[src/rtl/assert_macros.svh]
// Assertion macros used by the top level of the vector magnitude normaliser.
`ifndef ASSERT_MACROS_SVH
`define ASSERT_MACROS_SVH
`ifndef NO_ASSERTIONS
`define VMN_ASSERT(label, clk, rst, prop, msg) \
   label: assert property (@(posedge clk) disable iff (rst) prop) else $error(msg);
`define VMN_ASSERT_ALWAYS(label, clk, prop, msg) \
   label: assert property (@(posedge clk) prop) else $error(msg);
`else
`define VMN_ASSERT(label, clk, rst, prop, msg)
`define VMN_ASSERT_ALWAYS(label, clk, prop, msg)
`endif
`endif

[src/rtl/vmn_pkg.sv]
// Package with widths, codes and types of the vector magnitude normaliser.
`timescale 1ns / 1ps
`default_nettype none
package vmn_pkg;
   localparam int IDX_W         = 17;
   localparam int COMP_W        = 16;
   localparam int MAG_W         = 16;
   localparam int SCALED_W      = 24;
   localparam int GAIN_W        = 16;
   localparam int OP_W          = 2;
   localparam int CELLS_DEFAULT = 131072;
   localparam int REQ_DATA_W    = 72;
   localparam int RSP_DATA_W    = 56;
   localparam int ROOT_STEPS    = 16;
   localparam int DIV_STEPS     = 24;
   localparam int CNT_W         = $clog2(DIV_STEPS + 1);

   localparam logic [GAIN_W-1:0]   GAIN_RESET = 16'd256;
   localparam logic [MAG_W-1:0]    MAG_MAX    = 16'd56755;
   localparam logic [SCALED_W-1:0] SCALED_MAX = 24'hFFFFFF;

   localparam logic [OP_W-1:0] OP_LOAD  = 2'd0;
   localparam logic [OP_W-1:0] OP_READ  = 2'd1;
   localparam logic [OP_W-1:0] OP_CLEAR = 2'd2;

   typedef struct packed {
      logic              start;
      logic              is_root;
      logic [31:0]       operand;
      logic [MAG_W-1:0]  divisor;
      logic [MAG_W-1:0]  rem_init;
   } vmn_cmd_type;

   typedef struct packed {
      logic                busy;
      logic                done;
      logic [SCALED_W-1:0] result;
   } vmn_res_type;
endpackage
`default_nettype wire

[src/rtl/vmn_iter.sv]
// Shared shift-and-subtract unit: square root two bits a step, division one bit a step.
`timescale 1ns / 1ps
`default_nettype none
module vmn_iter (
   input  wire                 clock,
   input  wire                 reset,
   input  vmn_pkg::vmn_cmd_type cmd,
   output vmn_pkg::vmn_res_type res
);
   import vmn_pkg::*;

   logic                busy_ff, busy_in;
   logic                done_ff, done_in;
   logic                root_ff, root_in;
   logic [CNT_W-1:0]    cnt_ff, cnt_in;
   logic [17:0]         rem_ff, rem_in;
   logic [31:0]         src_ff, src_in;
   logic [SCALED_W-1:0] acc_ff, acc_in;
   logic [MAG_W-1:0]    div_ff, div_in;
   logic [19:0]         wide;
   logic [19:0]         trial;
   logic [19:0]         diff;
   logic                ge;

   always_comb begin
      if (root_ff) begin
         wide  = {rem_ff, src_ff[31:30]};
         trial = {2'b00, acc_ff[15:0], 2'b01};
      end else begin
         wide  = {1'b0, rem_ff, src_ff[31]};
         trial = {4'b0000, div_ff};
      end
      diff = wide - trial;
      ge   = (wide >= trial);
   end

   always_comb begin
      busy_in = busy_ff;
      done_in = 1'b0;
      root_in = root_ff;
      cnt_in  = cnt_ff;
      rem_in  = rem_ff;
      src_in  = src_ff;
      acc_in  = acc_ff;
      div_in  = div_ff;
      if (cmd.start) begin
         busy_in = 1'b1;
         root_in = cmd.is_root;
         cnt_in  = cmd.is_root ? CNT_W'(ROOT_STEPS) : CNT_W'(DIV_STEPS);
         rem_in  = {2'b00, cmd.rem_init};
         src_in  = cmd.operand;
         acc_in  = '0;
         div_in  = cmd.divisor;
      end else if (busy_ff) begin
         rem_in = ge ? diff[17:0] : wide[17:0];
         src_in = root_ff ? {src_ff[29:0], 2'b00} : {src_ff[30:0], 1'b0};
         acc_in = {acc_ff[SCALED_W-2:0], ge};
         cnt_in = cnt_ff - CNT_W'(1);
         if (cnt_ff == CNT_W'(1)) begin
            busy_in = 1'b0;
            done_in = 1'b1;
         end
      end
   end

   always_ff @(posedge clock) begin
      if (reset) begin
         busy_ff <= 1'b0;
         done_ff <= 1'b0;
         cnt_ff  <= '0;
      end else begin
         busy_ff <= busy_in;
         done_ff <= done_in;
         cnt_ff  <= cnt_in;
      end
      root_ff <= root_in;
      rem_ff  <= rem_in;
      src_ff  <= src_in;
      acc_ff  <= acc_in;
      div_ff  <= div_in;
   end

   assign res.busy   = busy_ff;
   assign res.done   = done_ff;
   assign res.result = acc_ff;
endmodule
`default_nettype wire

[config.mk]
export PLATFORM = sky130hd
export DESIGN_NAME = vmn_iter
export DESIGN_NICKNAME = d
export VERILOG_FILES = /design/src/rtl/assert_macros.svh /design/src/rtl/vmn_pkg.sv /design/src/rtl/vmn_iter.sv
export SDC_FILE = /design/constraint.sdc
export NUM_CORES = 1
export LEC_CHECK = 0
export BUFFER_PORTS_ARGS = -buffer_cell sky130_fd_sc_hd__buf_2
export CAP_MARGIN = 5
export CORE_MARGIN = 8
export CORE_UTILIZATION = 50
export DETAILED_ROUTE_END_ITERATION = 8
export GPL_TIMING_DRIVEN = 0
export PLACE_DENSITY_LB_ADDON = 0.12
export SLEW_MARGIN = 20
export SYNTH_ARGS = -nofsm -noshare
export SYNTH_HDL_FRONTEND = slang
export SYNTH_SLANG_ARGS = --single-unit
[constraint.sdc]
create_clock -name clock -period 9 [get_ports clock]
set_input_delay 2.7 -clock clock [delete_from_list [all_inputs] [get_ports clock]]
set_output_delay 2.7 -clock clock [all_outputs]
set_load 0.01 [all_outputs]
==> metrics <==
cell count after placement=~760; mean routed wirelength per cell=about 17 um; number of failing setup endpoints in the final timing report=0; Worst EP arrival=approximately 4.5 ns; final standard cell count with taps included and fillers excluded=774; post_cts resized=0; Hold-fix buffers, CTS=0; Total Die Area=approximately 15000 sq um; Num Clock Sinks=98; number of maximum-capacitance constraint violations=0; clock-pin slew reported for the worst setup and hold paths after clock tree synthesis=around 0.09 ns; buffer cell driving the clock tree root=sky130_fd_sc_hd__clkbuf_8; cell area power density=roughly 270 nW/um^2; site row count=38; number of pins exceeding their max-slew limit in the final report=0; final global-route overflow total=0; Initial Util=0.5079; GRT Util Overall=0.1855; antenna violations before repair=0; sequential element share of the synthesized area=0.4766; detailed-route DRC error count=0; vias per cell=5.410; placer's final routability congestion estimate=between 0.8 and 0.9; tightest slew margin relative to the limit=0.4646; post-route worst hold slack=0.4904 ns; critical path cell sequence=buf_2 > clkbuf_1 > nor2_1 > inv_2 > buf_12; aggregate routed wire length=13080 um; CTS tree=yes; worst-case vdd ir drop=approximately 150 uV; share of final-layout standard cells stronger than drive strength 1=0.2382; number of search-and-repair iterations in the first detailed-routing pass=4; CP endpoint kind=flop; y dimension of the die=120.7 um; setup total negative slack=0 ns; maximum number of pins on one net before global-route repair=35; largest stage delay on the critical path=around 0.52 ns; post-route fraction of the period consumed by the critical path=0.4942; largest cells by area after synthesis=sky130_fd_sc_hd__edfxtp_1 (36%), sky130_fd_sc_hd__mux2i_1 (14%), sky130_fd_sc_hd__dfxtp_1 (12%); worst-skew pair later-pin latency=between 0.3 and 0.4 ns; antenna cell count=0; async set-or-reset flop fraction in the synthesized netlist=0; Static Leak=2.726 nW; leading area contributor after synthesis=sky130_fd_sc_hd__edfxtp_1; most frequent cell after synthesis=sky130_fd_sc_hd__mux2i_1; post-CTS setup-driven buffer insertion count=0; Yosys warning total=0; Worst Path Required=9.08 ns; number of input and output port buffers inserted=a little over 90; most common library cells after synthesis=sky130_fd_sc_hd__mux2i_1 (75), sky130_fd_sc_hd__nand2_1 (66), sky130_fd_sc_hd__edfxtp_1 (65); DRT antenna net count=0; shortest period the worst path allows=about 4.4 ns; number of buffers on the longest clock path=2; Fin. Hold Viols=0; RSZ-0062 raised after global routing=no; layout-stage area growth over the synthesis result=15.64%; number of vias in the routed layout=4187; total core area=between 10000 and 15000 sq um; Ports=94; clock buffers created by TritonCTS=9; outcome=finished clean; number of global-route vias before repair=roughly 4300; post-detail-place hpwl=between 9000 and 10000 um; final standard cell area without fillers=6339 sq um; achievable clock frequency=between 0.2 and 0.25 GHz; synthesis-stage register bit count=98; distinct cell type count of the synthesized netlist=53; Post-Syn Area=approximately 5500 sq um; total number of H-tree levels=3; proportion of netlist area held by the largest area contributor=0.3561; Primary FF master, synth=sky130_fd_sc_hd__edfxtp_1; setup clock skew after layout=between 0.015 and 0.02 ns; mean instance size in the synthesized netlist=~10 sq um; number of synthesized flops with an enable pin=65; worst min-delay path class=reg2reg; critical path launch point type=primary input; chip width=about 120 um; Final nets=about 720; net count after synthesis=between 600 and 700; first-pass GRT wire length=about 21000 um; DRT iter0 DRCs=~280; Worst path slowest cell=sky130_fd_sc_hd__clkbuf_1; Slew @ Worst Pin=roughly 0.8 ns; Worst Setup Path Type=in2reg; Placement Cell Area=between 6000 and 7000 sq um; biggest fanout along the worst timing path=34; gate count of the mapped netlist=524
## worst paths after layout
check	start	cells past startpoint	slack, ns	to
setup / recovery	cmd[65]	5	4.55	rem_ff[4]
hold / removal	rem_ff[16]	2	0.49	rem_ff[16]
setup reg to reg	root_ff	14	4.74	rem_ff[2]
hold reg to reg	rem_ff[16]	2	0.49	rem_ff[16]
## sequential cells by signal, indices dropped and copies added (netlist names)
name     count
acc_ff      24
busy_ff      1
cnt_ff       5
div_ff      16
done_ff      1
rem_ff      18
root_ff      1
src_ff      32
## cell type report
type | count | area, sq um
fillers | 958 | 4454
well taps | 140 | 175.2
multi-input cells | 386 | 2683
flip-flops and latches | 98 | 2613
repair buffers | 94 | 485.5
plain buffers | 30 | 148.9
inverters | 10 | 37.54
clock inverters | 5 | 33.78
clock buffers | 11 | 162.7
## metal layers
metal | track usage | part of all wire | vias to the layer above
met5 | 0 | 0 | -
met4 | 0.07026 | 0.024 | 0
met3 | 0.05315 | 0.056 | 24
met2 | 0.2824 | 0.45 | 118
met1 | 0.2450 | 0.47 | 1939
li1 | - | - | 2106
## cell usage in the layout, fill, tap and decap left out, types with 15 or more instances in the layout
cell type | Yosys | final
sky130_fd_sc_hd__ha_1 | 20 | 20
sky130_fd_sc_hd__o21ai_0 | 44 | 44
sky130_fd_sc_hd__xnor2_1 | 16 | 16
sky130_fd_sc_hd__buf_2 | 5 | 98
sky130_fd_sc_hd__a21oi_1 | 22 | 22
sky130_fd_sc_hd__clkbuf_1 | 15 | 15
sky130_fd_sc_hd__nor2_1 | 50 | 50
sky130_fd_sc_hd__edfxtp_1 | 65 | 65
sky130_fd_sc_hd__mux2_2 | 17 | 17
sky130_fd_sc_hd__dfxtp_1 | 33 | 33
sky130_fd_sc_hd__mux2i_1 | 75 | 75
sky130_fd_sc_hd__nand2_1 | 66 | 66
## critical path: cells and delay by family
family	cells	cell delay, ns
and+or+nand+nor	1	0.18
buffers and inverters	4	1.61
## power breakdown
part | leakage (nW) | internal (W) | total, W | switching [W]
logic | 1.70 | 0.000376 | 0.000829 | 0.000453
clock network | 0.0969 | 0.000125 | 0.000283 | 0.000158
registers | 0.925 | 0.000568 | 0.000602 | 0.0000344
total | 2.73 | 0.00107 | 0.00171 | 0.000646
## metrics by stage
step	setup WS [ns]	total power, W	util
finish	4.553	0.001715	0.5873
global route	4.439	0.001836	0.5873
CTS	4.598	0.001721	0.5873
detailed placement	4.154	0.001432	0.5691
global placement	3.310	0.001421	0.5672
floorplan	4.598	0.001246	-
## logic make-up (layout without fill, tap and decap cells)
| family | Yosys count | in the layout | synth area share |
|---|---|---|---|
| adders and majority gates | 21 | 21 | 0.04930 |
| xor gates and xnor gates | 19 | 19 | 0.03036 |
| buffers and inverters | 40 | 150 | 0.03401 |
| DFF | 98 | 98 | 0.4766 |
| muxes | 93 | 93 | 0.1739 |
| AOI/OAI and AO/OA | 105 | 105 | 0.1201 |
| and+or+nand+nor | 148 | 148 | 0.1157 |
(Power assumes the default switching activity.)
